===== src/rtl/tpag_pkg.sv =====
`timescale 1ns / 1ps

package tpag_pkg;

    // Default sizing of the top level
    localparam int MAX_DIMS_DEF = 4;
    localparam int DIM_BITS_DEF = 16;

    // Fixed field widths
    localparam int FIELD_W   = 16;
    localparam int OFF_W     = 35;
    localparam int RANK_W    = 3;
    localparam int PACKED_W  = 64;
    localparam int PERM_W    = 8;
    localparam int EBYTES_W  = 4;
    localparam int PDATA_W   = 64;
    localparam int PADDR_W   = 6;

    // Saturating element count used for the range check
    localparam int                 PROD_W     = 33;
    localparam logic [PROD_W-1:0]  PROD_ONE   = 33'h0_0000_0001;
    localparam logic [PROD_W-1:0]  PROD_LIMIT = 33'h1_0000_0000;
    localparam logic [PROD_W-1:0]  PROD_SAT   = 33'h1_0000_0001;

    // Register reset values
    localparam logic [RANK_W-1:0]   RANK_RST   = 3'd0;
    localparam logic [PERM_W-1:0]   PERM_RST   = 8'hE4;
    localparam logic [EBYTES_W-1:0] EBYTES_RST = 4'd1;

    // Register map, one 64-bit slot per register
    typedef enum logic [2:0] {
        REG_RANK,
        REG_EXTENTS,
        REG_NOMINAL,
        REG_PERM,
        REG_EBYTES
    } reg_idx_t;

    // Per-request control seen by one counter cell
    typedef struct packed {
        logic accept;
        logic restart;
        logic active;
        logic tail;
    } cell_ctl_t;

    // Weight update command from the weight sequencer to one cell
    typedef struct packed {
        logic             clear;
        logic             src_load;
        logic             dst_add;
        logic [OFF_W-1:0] src_val;
        logic [OFF_W-1:0] dst_val;
    } wt_cmd_t;

endpackage


===== src/rtl/tpag_cell.sv =====
`timescale 1ns / 1ps

module tpag_cell #(
    parameter int DIM_BITS = tpag_pkg::DIM_BITS_DEF
) (
    input  logic                       clk,
    input  logic                       rst_n,
    input  tpag_pkg::cell_ctl_t        ctl,
    input  tpag_pkg::wt_cmd_t          wt,
    input  logic [DIM_BITS-1:0]        extent,
    input  logic                       carry_in,
    output logic                       carry_out,
    input  logic [tpag_pkg::OFF_W-1:0] src_sum_in,
    input  logic [tpag_pkg::OFF_W-1:0] dst_sum_in,
    output logic [tpag_pkg::OFF_W-1:0] src_sum_out,
    output logic [tpag_pkg::OFF_W-1:0] dst_sum_out
);

    logic [DIM_BITS-1:0]        cnt_reg;
    logic [DIM_BITS-1:0]        cnt_next;
    logic [tpag_pkg::OFF_W-1:0] src_w_reg;
    logic [tpag_pkg::OFF_W-1:0] src_w_next;
    logic [tpag_pkg::OFF_W-1:0] dst_w_reg;
    logic [tpag_pkg::OFF_W-1:0] dst_w_next;
    logic [tpag_pkg::OFF_W-1:0] src_prod_reg;
    logic [tpag_pkg::OFF_W-1:0] dst_prod_reg;
    logic [DIM_BITS-1:0]        cur;
    logic [DIM_BITS:0]          inc;
    logic                       wrap;
    logic                       cin;

    // Coordinate for this request and its odometer step
    assign cur       = ctl.restart ? '0 : cnt_reg;
    assign inc       = {1'b0, cur} + {{DIM_BITS{1'b0}}, 1'b1};
    assign wrap      = inc >= {1'b0, extent};
    assign cin       = ctl.active && (ctl.tail || carry_in);
    assign carry_out = cin && wrap;

    always_comb
    begin
        cnt_next = cnt_reg;
        if (ctl.accept)
        begin
            if (cin)
            begin
                cnt_next = wrap ? '0 : inc[DIM_BITS-1:0];
            end
            else
            begin
                cnt_next = cur;
            end
        end
    end

    // Rebuild stride weights on command from the sequencer
    always_comb
    begin
        src_w_next = src_w_reg;
        dst_w_next = dst_w_reg;
        if (wt.clear)
        begin
            src_w_next = '0;
            dst_w_next = '0;
        end
        else
        begin
            if (wt.src_load)
            begin
                src_w_next = wt.src_val;
            end
            if (wt.dst_add)
            begin
                dst_w_next = dst_w_reg + wt.dst_val;
            end
        end
    end

    // Hold the coordinate
    always_ff @(posedge clk or negedge rst_n)
    begin
        if (!rst_n)
        begin
            cnt_reg <= '0;
        end
        else
        begin
            cnt_reg <= cnt_next;
        end
    end

    // Weights and per-request partial products
    always_ff @(posedge clk)
    begin
        src_w_reg <= src_w_next;
        dst_w_reg <= dst_w_next;
        if (ctl.accept)
        begin
            src_prod_reg <= tpag_pkg::OFF_W'(cur) * src_w_reg;
            dst_prod_reg <= tpag_pkg::OFF_W'(cur) * dst_w_reg;
        end
    end

    // Add this cell's share to the running offsets
    assign src_sum_out = src_sum_in + src_prod_reg;
    assign dst_sum_out = dst_sum_in + dst_prod_reg;

endmodule


===== config.mk =====
export PLATFORM = sky130hd
export DESIGN_NAME = tpag_cell
export DESIGN_NICKNAME = d
export VERILOG_FILES = /design/src/rtl/tpag_pkg.sv /design/src/rtl/tpag_cell.sv
export SDC_FILE = /design/constraint.sdc
export NUM_CORES = 2
export LEC_CHECK = 0
export BUFFER_PORTS_ARGS = -buffer_cell sky130_fd_sc_hd__buf_2
export CAP_MARGIN = 20
export CORE_ASPECT_RATIO = 0.7
export CORE_MARGIN = 2
export CORE_UTILIZATION = 64
export DETAILED_ROUTE_END_ITERATION = 8
export PLACE_DENSITY = 0.84
export RECOVER_POWER = 100
export REMOVE_ABC_BUFFERS = 1
export SYNTH_ARGS = -nofsm -noshare
export SYNTH_HDL_FRONTEND = slang
export SYNTH_SLANG_ARGS = --single-unit
export TNS_END_PERCENT = 50

===== constraint.sdc =====
create_clock -name clk -period 8.2 [get_ports clk]
set_input_delay 0.41 -clock clk [delete_from_list [all_inputs] [get_ports clk]]
set_output_delay 0.41 -clock clk [all_outputs]
set_load 0.01 [all_outputs]

# Word-level counts from Yosys, hierarchy flattened
# Cells that the tools add are included.
[totals]
ff_bits = 156
in_bits = 166
out_inout_bits = 71
word_cells = 18
[op_classes]
addsub = 4
n_mul = 2
n_lt_le_gt_ge = 1
mux = 3
n_reduce_logical = 3
[op_table]
columns = ["cell", "n"]
rows = [
  ["$add 35x35->35", 3],
  ["$mul 16x35->35", 2],
  ["$mux 16", 3],
  ["$add 16x1->17 const B", 1],
  ["$ge 17x16->1", 1],
  ["$logic_and 1x1->1", 2],
  ["$logic_or 1x1->1", 1],
]

# Longest topological paths before layout
[logic_depth]
word_depth = 5
ltp_mapped = 29
ltp_nobuf = 25

# Least setup slack after synthesis
# No wires, ideal clock.
[synth_timing]
path_kind = "input-to-reg"
start = "input port ctl[2] (netlist name)"
end = "register dst_prod_reg[34] (netlist name) (data pin)"
setup_time_ns = 0.263
t_arrival_ns = 7.055
path_slack_ns = 0.882
cell_stages = 26
cell_sequence = "buf_2 > buf_1 > nor2b_1 > clkbuf_1 > clkbuf_1 > nand2_1 > fa_1 > fa_1 > fa_1 > inv_1 > fa_1 > fa_1 > inv_1 > fa_1 > inv_1 > ha_1 > a21o_1 > a21o_1 > a221o_1 > a21oi_2 > o211ai_2 > a311oi_4 > o211ai_2 > nor2b_4 > o41ai_4 > xnor2_1"
[synth_via]
elab_chain_cells = 2
[synth_lines]
columns = ["element", "line_no", "rtl"]
rows = [
  ["from (decl)", "tpag_cell.sv:8", "input tpag_pkg::cell_ctl_t ctl,"],
  ["$mux 16", "tpag_cell.sv:33", "assign cur = ctl.restart ? '0 : cnt_reg;"],
  ["$mul 16x35->35", "tpag_cell.sv:99", "dst_prod_reg <= tpag_pkg::OFF_W'(cur) * dst_w_reg;"],
  ["to (signal assigned)", "tpag_cell.sv:99", ""],
  ["to (decl)", "tpag_cell.sv:26", "logic [tpag_pkg::OFF_W-1:0] dst_prod_reg;"],
]
# Every way passes these cells.
# A chain may end at the register's enable or synchronous reset.

# Final worst setup path
[layout_timing]
start = "register cnt_reg[2]"
end = "register dst_prod_reg[34] (netlist name) (data pin)"
[layout_via]
elab_chain_cells = 2
[layout_lines]
columns = ["element", "line_no", "rtl"]
rows = [
  ["from (decl)", "tpag_cell.sv:19", "logic [DIM_BITS-1:0] cnt_reg;"],
  ["from (signal assigned)", "tpag_cell.sv:87", "cnt_reg <= cnt_next;"],
  ["$mux 16", "tpag_cell.sv:33", ""],
  ["$mul 16x35->35", "tpag_cell.sv:99", ""],
]
# Every way passes these cells.

==> results.txt <==
Outcome -> complete, but fails checks
Violated checks -> max-capacitance violations, max-slew violations
Congestion Overflow GR -> 0
Vias per cell -> 5.854
I/O pins -> 237
Crit path DAT -> 7840 ps
Die Height -> 203.8 µm
Max Slew Vio Count -> 139
Remaining DRCs -> 0
Starting DRT DRC Count -> 3096
RSZ-0062 raised after global routing -> no
Logic gate share of total power -> 0.435
Clock Skews -> 18.58 ps
Critical Path RT -> 8420 ps
# diodes -> 0
Top FF cell, synth -> edfxtp_1
Post-synthesis sequential area ratio -> 0.1069
Initial antenna violation count -> 2
R2R setup slack -> 580 ps
P_sw -> 1.556 mW
Final worst-path cycle share -> 0.9292
Hold Vio Cnt, Final -> 0
Leading area contributor after synthesis -> fa_1
Clk_lat worst skew -> 500 ps
Core area -> 56540 µm²
Number of max-cap violations -> 4
Synth top cells by count -> inv_1 (809), fa_1 (695), nand2_1 (640)
Final HPWL DP -> 77.61 mm
Static Leak -> 19.38 nW
GRT Util Overall -> 0.3546
Top-count cell post-synth -> inv_1
Fraction of registers with async set or reset after synthesis -> 0.1026
HP Class -> input pin to register
Fmax -> 131.2 MHz
First-pass GRT wire length -> 161.4 mm
Largest net degree at the start of global routing -> 72
Worst Reg-to-Reg Cells -> 22
# setup viols final -> 0
Layout area overhead -> 7.101%
Wire per inst -> 19.75 µm
CTS H-tree depth -> 4
Yosys reg bits -> 156
DIE WIDTH -> 289.5 µm
Starting Density -> 0.6457
Reg clk slew, reported paths -> 80 ps
Netlist cell types -> 74
Syn_area_per_cell -> 8.793 µm²
CTS tree -> done
Critical Path Source Type -> register
Crit path kind -> register to register
Vias in the first global route -> 30902
Main area contributors after synthesis -> fa_1 (38%), ha_1 (8.7%), inv_1 (8.3%)
Switching Fraction -> 0.4443
Pint -> 1.946 mW
Post-synth EDFFs -> 70
Worst reg2reg endpoint -> dst_prod_reg[34]
Max VDD drop -> 0.0001219 V
Cells after Synth -> 4152
Slew headroom -> -1.038
Flop pwr share -> 0.319
Layout cell share with drive strength beyond 1 -> 0.06713
Routed wire length -> 99.83 mm
Clock share of power -> 0.246
CTS buffer count -> 17
Crit end category -> register
Slew @ Worst Pin -> 3057 ps
Std cell rows -> 73
Clock Path Buffers -> 2
Period minus WS final -> 7620 ps
Power Density -> 89.56 nW/µm²
Synth warnings -> 0
Hold_ws -> 153.3 ps
Die area -> 59000 µm²
Utilization after layout -> 0.6916
Critical Path Fanout Max -> 18
Clock root cell -> clkbuf_16
Top-area cell type share of the netlist area -> 0.3811
Number of port buffers -> 236
Setup crit start -> cnt_reg[2]
Mapped Area -> 36510 µm²
WHS Path Cells -> 3
Detail Route Antenna Nets -> 0
Drt first pass iters -> 6
Clock Sink Count -> 156
Worst setup path end -> dst_prod_reg[34]
DR vias -> 29590
Crit Reg-Reg Startpoint -> cnt_reg[2]
Final nets -> 5408
Gpl congestion -> 0.9451
-- cell usage in the layout (no fill, tap or decap), drive strengths merged, types with 103 or more instances in the layout --
master | netlist | routed
inv | 809 | 819
fa | 695 | 695
nand2 | 640 | 640
ha | 255 | 255
and2 | 244 | 244
buf | 10 | 229
xnor2 | 158 | 158
nor2 | 157 | 157
a21oi | 150 | 150
and3 | 103 | 103
-- timing repair --
action,CTS,global route
endpoints found under the hold margin,16,0
hold buffers,1,0
buffers inserted,0,0
endpoints found under the setup margin,0,0
gates resized for setup,0,0
-- metrics by stage --
step / power, mW / setup TNS, ps / area [µm²] / std cells / worst slack (ps)
6_report: 3.502 / 0 / 39100 / 5055 / 580.5
3_5_place_dp: 2.638 / 0 / 38660 / 5022 / 419.8
5_1_grt: 3.713 / 0 / 39100 / 5055 / 312.3
4_1_cts: 3.495 / 0 / 39260 / 5055 / 837.4
3_3_place_gp: 2.589 / 0 / 38660 / 5022 / 595.9
2_1_floorplan: 2.051 / -853.1 / 35800 / 3964 / -321.8
-- cells by family (layout without fill, tap and decap cells) --
group	count (synthesis)	count (layout)	synth area share
AOI/OAI and AO/OA	462	462	0.08359
xor gates and xnor gates	216	216	0.05182
adders and majority gates	950	950	0.4685
buffers and inverters	997	1150	0.1026
DFF	156	156	0.1069
muxes	67	67	0.01844
and+or+nand+nor	1304	1304	0.1682
-- layer usage --
metal | global-route usage | up-vias | share of wire
met4 | 0.1197 | 0 | 0.036
met2 | 0.5134 | 1849 | 0.42
met5 | 0 | - | 0
met3 | 0.1200 | 307 | 0.14
met1 | 0.5011 | 14359 | 0.40
li1 | - | 13075 | -
-- critical path, cell delays in order, from the launching register on --
cell      delay, ps
dfrtp_1         520
nor2b_4         630
nand2_1         190
fa_1            550
fa_1            490
fa_1            460
fa_1            490
inv_1            50
fa_1            530
inv_1            50
fa_1            470
inv_1            40
ha_1            350
a21o_1          210
a21o_1          190
a221o_1         360
a21oi_2         130
o211ai_1        250
a311oi_4        490
o211ai_1        260
nor2b_1         220
o41ai_4         290
xnor2_1         110
-- final cells by class --
class | count | area (µm²)
tap | 750 | 938.4
multi-input combinational | 2999 | 28920
clock buffer | 19 | 454.2
sequential | 156 | 3904
fill | 4318 | 17440
timing repair buffer | 309 | 1708
inverter | 809 | 3037
clock inverter | 13 | 138.9
-- worst min path at each step --
| stage | slack, ps | end | startpoint |
|---|---|---|---|
| after global placement | 360 | cnt_reg[8] | rst_n |
| after floorplan | 110 | cnt_reg[0] | rst_n |
| after global routing | 160 | src_w_reg[33] | wt[68] |
| after detailed placement | 350 | cnt_reg[8] | rst_n |
| final | 150 | src_w_reg[33] | wt[68] |
| after CTS | 150 | src_w_reg[18] | wt[53] |
-- power by group through the flow --
| stage | logic, mW | registers [mW] | clock network (mW) |
|---|---|---|---|
| floorplan | 1.02 | 1.03 | 0 |
| global placement | 1.48 | 1.11 | 0 |
| detailed placement | 1.52 | 1.11 | 0 |
| CTS | 1.53 | 1.10 | 0.865 |
| global route | 1.69 | 1.12 | 0.899 |
| finish | 1.52 | 1.12 | 0.861 |
Power figures use the tool's default switching activity.
