### src/rtl/tpag_pkg.sv
`timescale 1ns / 1ps

package tpag_pkg;

    // Default sizing of the top level
    localparam int MAX_DIMS_DEF = 4;
    localparam int DIM_BITS_DEF = 16;

    // Fixed field widths
    localparam int FIELD_W   = 16;
    localparam int OFF_W     = 35;
    localparam int RANK_W    = 3;
    localparam int PACKED_W  = 64;
    localparam int PERM_W    = 8;
    localparam int EBYTES_W  = 4;
    localparam int PDATA_W   = 64;
    localparam int PADDR_W   = 6;

    // Saturating element count used for the range check
    localparam int                 PROD_W     = 33;
    localparam logic [PROD_W-1:0]  PROD_ONE   = 33'h0_0000_0001;
    localparam logic [PROD_W-1:0]  PROD_LIMIT = 33'h1_0000_0000;
    localparam logic [PROD_W-1:0]  PROD_SAT   = 33'h1_0000_0001;

    // Register reset values
    localparam logic [RANK_W-1:0]   RANK_RST   = 3'd0;
    localparam logic [PERM_W-1:0]   PERM_RST   = 8'hE4;
    localparam logic [EBYTES_W-1:0] EBYTES_RST = 4'd1;

    // Register map, one 64-bit slot per register
    typedef enum logic [2:0] {
        REG_RANK,
        REG_EXTENTS,
        REG_NOMINAL,
        REG_PERM,
        REG_EBYTES
    } reg_idx_t;

    // Per-request control seen by one counter cell
    typedef struct packed {
        logic accept;
        logic restart;
        logic active;
        logic tail;
    } cell_ctl_t;

    // Weight update command from the weight sequencer to one cell
    typedef struct packed {
        logic             clear;
        logic             src_load;
        logic             dst_add;
        logic [OFF_W-1:0] src_val;
        logic [OFF_W-1:0] dst_val;
    } wt_cmd_t;

endpackage

### src/rtl/tpag_wseq.sv
`timescale 1ns / 1ps

module tpag_wseq #(
    parameter int MAX_DIMS = tpag_pkg::MAX_DIMS_DEF,
    parameter int DIM_BITS = tpag_pkg::DIM_BITS_DEF
) (
    input  logic                          clk,
    input  logic                          rst_n,
    input  logic                          start,
    input  logic [tpag_pkg::RANK_W-1:0]   n,
    input  logic [tpag_pkg::PACKED_W-1:0] nominal,
    input  logic [tpag_pkg::PERM_W-1:0]   perm,
    input  logic [tpag_pkg::EBYTES_W-1:0] elem_bytes,
    output logic                          busy,
    output logic                          range_error,
    output tpag_pkg::wt_cmd_t             wt_cmd [MAX_DIMS]
);

    localparam int KW  = (MAX_DIMS > 1) ? $clog2(MAX_DIMS) : 1;
    localparam int PFW = tpag_pkg::PROD_W + DIM_BITS;

    typedef enum logic [1:0] {
        S_IDLE,
        S_INIT,
        S_RUN
    } state_t;

    state_t                       state_reg;
    logic [KW-1:0]                k_reg;
    logic [tpag_pkg::OFF_W-1:0]   sacc_reg;
    logic [tpag_pkg::OFF_W-1:0]   dacc_reg;
    logic [tpag_pkg::PROD_W-1:0]  prod_reg;
    logic [1:0]                   k2;
    logic [1:0]                   pe;
    logic [DIM_BITS-1:0]          sdim;
    logic [DIM_BITS-1:0]          pdim;
    logic                         k_live;
    logic                         pe_live;
    logic [tpag_pkg::OFF_W-1:0]   sacc_mul;
    logic [tpag_pkg::OFF_W-1:0]   dacc_mul;
    logic [PFW-1:0]               pfull;
    logic [tpag_pkg::PROD_W-1:0]  psat;

    // Select the dimension handled in this step
    assign k2      = 2'(k_reg);
    assign pe      = perm[{k2, 1'b0} +: 2];
    assign sdim    = nominal[{k2, 4'b0000} +: DIM_BITS];
    assign pdim    = nominal[{pe, 4'b0000} +: DIM_BITS];
    assign k_live  = tpag_pkg::RANK_W'(k_reg) < n;
    assign pe_live = {1'b0, pe} < n;

    // Running strides (pre-scaled by element size) and saturating count
    assign sacc_mul = sacc_reg * tpag_pkg::OFF_W'(sdim);
    assign dacc_mul = dacc_reg * tpag_pkg::OFF_W'(pdim);
    assign pfull    = PFW'(prod_reg) * PFW'(sdim);
    assign psat     = (pfull > PFW'(tpag_pkg::PROD_LIMIT)) ? tpag_pkg::PROD_SAT
                                                           : pfull[tpag_pkg::PROD_W-1:0];

    always_ff @(posedge clk or negedge rst_n)
    begin
        if (!rst_n)
        begin
            state_reg <= S_INIT;
            k_reg     <= '0;
            sacc_reg  <= '0;
            dacc_reg  <= '0;
            prod_reg  <= tpag_pkg::PROD_ONE;
        end
        else if (start)
        begin
            state_reg <= S_INIT;
        end
        else
        begin
            unique case (state_reg)
                S_IDLE:
                begin
                    state_reg <= S_IDLE;
                end
                S_INIT:
                begin
                    sacc_reg  <= tpag_pkg::OFF_W'(elem_bytes);
                    dacc_reg  <= tpag_pkg::OFF_W'(elem_bytes);
                    prod_reg  <= tpag_pkg::PROD_ONE;
                    k_reg     <= KW'(MAX_DIMS - 1);
                    state_reg <= S_RUN;
                end
                S_RUN:
                begin
                    if (k_live)
                    begin
                        sacc_reg <= sacc_mul;
                        dacc_reg <= dacc_mul;
                        prod_reg <= psat;
                    end
                    if (k_reg == '0)
                    begin
                        state_reg <= S_IDLE;
                    end
                    else
                    begin
                        k_reg <= k_reg - 1'b1;
                    end
                end
                default:
                begin
                    state_reg <= S_IDLE;
                end
            endcase
        end
    end

    // Drive weight commands to the cells
    always_comb
    begin
        for (int j = 0; j < MAX_DIMS; j++)
        begin
            wt_cmd[j].clear    = (state_reg == S_INIT);
            wt_cmd[j].src_load = (state_reg == S_RUN) && k_live && (k_reg == KW'(j));
            wt_cmd[j].dst_add  = (state_reg == S_RUN) && k_live && pe_live && (pe == 2'(j));
            wt_cmd[j].src_val  = sacc_reg;
            wt_cmd[j].dst_val  = dacc_reg;
        end
    end

    assign busy        = (state_reg != S_IDLE);
    assign range_error = prod_reg > tpag_pkg::PROD_LIMIT;

endmodule

### config.mk
export PLATFORM = sky130hd
export DESIGN_NAME = tpag_wseq
export DESIGN_NICKNAME = d
export VERILOG_FILES = /design/src/rtl/tpag_pkg.sv /design/src/rtl/tpag_wseq.sv
export SDC_FILE = /design/constraint.sdc
export NUM_CORES = 2
export LEC_CHECK = 0
export BUFFER_PORTS_ARGS = -buffer_cell sky130_fd_sc_hd__buf_2
export CAP_MARGIN = 20
export CORE_MARGIN = 2
export CORE_UTILIZATION = 50
export DETAILED_ROUTE_END_ITERATION = 10
export GPL_ROUTABILITY_DRIVEN = 0
export PLACE_DENSITY = 0.67
export SETUP_SLACK_MARGIN = 0.3
export SLEW_MARGIN = 0
export SYNTH_ARGS = -nofsm -noshare
export SYNTH_HDL_FRONTEND = slang
export SYNTH_SLANG_ARGS = --single-unit
### constraint.sdc
create_clock -name clk -period 24.9 [get_ports clk]
set_clock_uncertainty 0.2 [all_clocks]
set_input_delay 2.49 -clock clk [delete_from_list [all_inputs] [get_ports clk]]
set_output_delay 2.49 -clock clk [all_outputs]
set_load 0.1 [all_outputs]
# Word level (Yosys, flattened, before mapping)

Cells that the tools add are included.
W data, S select, Z words.

Flip-flop bits (word level): 107
Input bits: 82
Output and inout port bits: 294

$mul: 3
Shift operators: 3
Equal/unequal tests: 11
$lt $le $gt $ge: 4
Reduce and logical (&&, ||, !) cells: 16
Bitwise gates (word level): 1
Muxes and demuxes: 12
$add $sub $neg: 1

Operator list:

| operator               | count |
|---|---|
| $pmux W35 S2           | 2 |
| $shiftx A64 B7 Y16     | 2 |
| $mul A35 B16 Y35       | 2 |
| $mux W35               | 2 |
| $mux W33               | 2 |
| $pmux W33 S2           | 1 |
| $gt A49 B33 Y1 const B | 1 |
| $mul A33 B16 Y49       | 1 |
| $gt A33 B33 Y1 const B | 1 |
| $eq A2 B2 Y1 const B   | 5 |
| $logic_and A1 B1 Y1    | 10 |
| $pmux W2 S2            | 2 |
| $shiftx A8 B4 Y2       | 1 |
| $eq A2 B1 Y1 const B   | 3 |
| $lt A2 B3 Y1           | 2 |
| $mux W2                | 3 |
| $reduce_and A3 Y1      | 2 |
| $logic_not A2 Y1       | 2 |
| $ne A2 B2 Y1 const B   | 2 |
| $reduce_bool A2 Y1     | 2 |
| $ne A3 B3 Y1 const B   | 1 |
| $sub A2 B1 Y2 const B  | 1 |
| $not A1 Y1             | 1 |

# Longest topological paths before layout

Word-level depth: 6
Depth in mapped cells: 33
Depth with buffers taken out: 28

# Least setup slack after synthesis

No wires, ideal clock.

Path type: input to register
Start: input perm[6] in the netlist's numbering
End: register dacc_reg[34] in the netlist's numbering
Arrival: 9.547 ns
Required time: 24.571 ns
Stages on the path: 30
Path slack: 15.023 ns
Library setup time: 0.129 ns
Path through: mux4_2 > buf_4 > buf_2 > nor2b_1 > a211oi_1 > a21oi_1 > clkbuf_1 > buf_1 > nand2_1 > fa_1 > inv_1 > fa_1 > inv_1 > fa_1 > fa_1 > fa_1 > inv_1 > fa_1 > ha_1 > a21o_1 > a21o_1 > a21o_1 > a2111oi_0 > a21oi_1 > o311a_1 > o21ai_1 > nand2b_1 > a21oi_1 > xnor2_1 > o21ai_1

Word-level cells in the longest chain between the ends: 5

RTL lines:

| element              | RTL line        | RTL |
|---|---|---|
| start, declared      | tpag_wseq.sv:12 | `input logic [tpag_pkg::PERM_W-1:0] perm,` |
| $shiftx A8 B4 Y2     | tpag_wseq.sv:46 | `assign pe = perm[{k2, 1'b0} +: 2];` |
| $shiftx A64 B7 Y16   | tpag_wseq.sv:48 | `assign pdim = nominal[{pe, 4'b0000} +: DIM_BITS];` |
| $mul A35 B16 Y35     | tpag_wseq.sv:54 | `assign dacc_mul = dacc_reg * tpag_pkg::OFF_W'(pdim);` |
| $mux W35             | tpag_wseq.sv:90 | `if (k_live)` |
| $pmux W35 S2         | tpag_wseq.sv:75 | `unique case (state_reg)` |
| end signal, assigned | tpag_wseq.sv:83 | `dacc_reg <= tpag_pkg::OFF_W'(elem_bytes);` |
| end signal, assigned | tpag_wseq.sv:93 | `dacc_reg <= dacc_mul;` |
| end, declared        | tpag_wseq.sv:31 | `logic [tpag_pkg::OFF_W-1:0] dacc_reg;` |

No other way between the ends. The select of a mux whose other input is x is not followed.
A chain may end at the register's enable or synchronous reset.

# Final worst setup path

Start: input perm[0] in the netlist's numbering
End: register dacc_reg[33] in the netlist's numbering

The elaborated chain is that of the path after synthesis.

==> summary.txt <==
Yosys
  – Post-synth ARST share: 1.00
  – Number of synthesized flops with an enable pin: 0
  – Distinct cells, synth: 83
  – Synthesis-stage register bit count: 107
  – Synthesis Warnings: 0
  – Cells after synthesis: about 5700
  – Post-synth top flop: dfrtp_1
  – Sequential area share after synthesis: 0.0546
  – Mapped Area: 49100 sq um
  – Mean Syn Cell Area: between 8 and 9 sq um
  – Net Count, Synth: slightly above 7000

Finish
  – Final core utilization: 0.522
  – Filler instances: 9153
  – Layout net count: 7076
  – Layout cells sized above 1: 0.0931
  – Most frequent cells in the layout: inv_1 (1171), nand2_1 (1166), fa_1 (1124), and2_1 (411), buf_2 (374)
  – Final cell count without fillers: about 6900
  – P&R area growth vs syn: 3.16%
  – Most common cell after layout, fill and taps aside: inv_1

STA
  – Max frequency: about 0.09 GHz
  – Crit share post-route: 0.444
  – Slew headroom: 0.257
  – Pin slew with the least headroom to its limit: 1090 ps
  – Final Setup Violations: 0
  – Final hold violation count: 0
  – Setup TNS: 0 ps
  – Max-slew violation count: 0
  – RSZ-0062 raised after global routing: false
  – Fin crit period: ~11000 ps
  – WHS: ~330 ps

Global routing
  – Initial antenna violation count: 5
  – First-pass GRT wire length: around 230000 microns
  – Grt total ovfl: 0
  – GRT Resource Usage Total: 0.287
  – Number of global-route vias before repair: 40900
  – Largest net degree at the start of global routing: 60

Route
  – Wirelength per Cell: 20.2 microns
  – Avg Vias per Cell: between 5 and 6
  – Routed Antenna Nets: 0
  – Iter 0 DRT Violations: 2597
  – Total number of vias: about 38000
  – Detailed Routing Iterations Pass 1: 6
  – # DRC: 0
  – Routed Wire Length: about 140000 microns

Power and ir drop
  – VDD IR-drop max: approximately 110 uV
  – Leak: approximately 24 nW
  – Pwr Density: 118 nW/um^2

Floorplan
  – Chip height: ~320 microns
  – Die area: roughly 100000 sq um
  – Die X: about 320 microns
  – IO Pins: between 300 and 400
  – Initial Utilization: 0.506
  – Core area: 97000 sq um
  – FP Rows: 114

Placement
  – Post-DP HPWL: 103000 microns
  – Port Buf Inserts: between 300 and 400
  – Placed Cells: just under 7000

Run status
  – Outcome: finished, final reports clean

CTS
  – CTS root buffer: clkbuf_16
  – Hold Buf Count CTS: 0
  – CTS tree: yes
  – Longest Clk Path Bufs: 2
  – CTS Buf Count: 9
  – Post-CTS Resized: 0
  – Post-CTS setup buffer count: 0
  – H-Tree Level Count: 3
  – CTS Sinks: ~110
  – Clock slew at reported path FFs: about 90 ps
  – Clk Latency, worst-skew pair: between 400 and 500 ps

Setup path
  – Worst path arrival time: around 11000 ps
  – Worst EP required: between 20000 and 30000 ps
  – Critical Path Sink Type: flop
  – Crit Path Max Fanout: 34
  – R2r setup slk: approximately 15000 ps
  – Startpoint Class: input pin
  – Critical path type: in2reg

Min path
  – Hold WC Path Type: reg2reg

Job
  – MaxCap Viol Count: 0
-- layer usage --
layer  track usage  part of all wire  up-vias
met5             0           0.00015        -
li1              -                 -    16400
met4        0.0911             0.034        4
met3        0.0513             0.090      314
met2         0.479              0.48     1739
met1         0.381              0.40    19500
-- worst max-delay path, cell delays in order --
cell and delay, ps:
buf_2 140, mux4_2 910, mux4_2 1130, nand2_1 180, fa_1 570, inv_1 60
fa_1 540, inv_1 50, fa_1 480, fa_1 540, inv_1 50, fa_1 480
inv_1 50, fa_1 470, inv_1 50, ha_1 320, a21o_1 190, a21o_1 230
o211ai_1 260, a21oi_1 130, o31a_1 320, o311ai_0 890, o21ai_0 260, xnor2_1 180
o21ai_0 180
-- cell families after synthesis --
| family | Yosys count | share of synthesized area |
|---|---|---|
| AND/OR/NAND/NOR | 1824 | 0.169 |
| buffers and inverters | 1707 | 0.147 |
| adder cells (fa/ha/maj) | 1390 | 0.526 |
| AO/OA/AOI/OAI | 467 | 0.0624 |
| XOR/XNOR | 129 | 0.0230 |
| flip-flops | 107 | 0.0546 |
| multiplexers | 59 | 0.0180 |
-- where the power goes --
group	total, mW	internal [mW]	switching (mW)
logic	5.43	1.89	3.54
registers	0.416	0.206	0.210
clock network	0.159	0.0693	0.0900
total	6.00	2.17	3.84
-- cell usage after synthesis (9+ instances only) --
library cell	n	area, sq um
inv_1	1171	4400
nand2_1	1167	4380
fa_1	1124	22500
and2_1	411	2570
clkbuf_1	274	1030
ha_1	266	3330
buf_4	217	1630
a21oi_1	112	561
o21ai_0	108	541
dfrtp_1	105	2630
xnor2_1	86	753
nor2_1	81	304
xor2_1	43	377
a21o_1	35	263
mux2i_1	35	350
buf_1	33	124
o21a_1	25	188
mux4_2	23	518
nand4_1	23	144
nor3_1	22	110
nand2b_1	20	125
nand3_1	20	100
o211ai_1	20	150
nor2b_1	19	119
o21ai_1	19	95.1
a22o_1	17	149
o21bai_1	14	105
nor4_1	13	81.3
buf_2	11	55.1
o31ai_1	11	82.6
a211oi_1	10	75.1
a31oi_1	10	62.6
a32o_1	10	100
o21ai_2	10	87.6
or3_1	9	56.3
-- metrics by stage --
| step | worst slack [ps] | area (sq um) | power [mW] |
|---|---|---|---|
| 6_report | 13840 | 50700 | 6.00 |
| 2_1_floorplan | 15020 | 49100 | 4.58 |
| 3_3_place_gp | 13340 | 50400 | 5.73 |
| 4_1_cts | 13590 | 50600 | 6.00 |
| 5_1_grt | 13390 | 50700 | 6.67 |
| 3_5_place_dp | 13170 | 50400 | 5.77 |
-- cell type report --
type / instances / area, sq um / share of cell area
diodes: 4 / 10.0 / 0.000198
clock buffers: 10 / 229 / 0.00452
clock inverters: 6 / 51.3 / 0.00101
inverters: 1171 / 4400 / 0.0867
multi-input cells: 3869 / 39300 / 0.775
flip-flops and latches: 107 / 2680 / 0.0529
well taps: 1276 / 1600 / 0.0315
repair buffers: 446 / 2420 / 0.0478
-- worst paths after layout --
kind	from	endpoint	cells after the start
setup / recovery	perm[0]	dacc_reg[33]	25
max in group asynchronous	rst_n	prod_reg[19]	2
min in group asynchronous	rst_n	state_reg[1]	1
setup reg to reg	k2[0]	dacc_reg[33]	25
hold / removal	sacc_reg[0]	sacc_reg[0]	2
hold reg to reg	sacc_reg[0]	sacc_reg[0]	2
No activity file was read; power rests on OpenSTA's default activity.
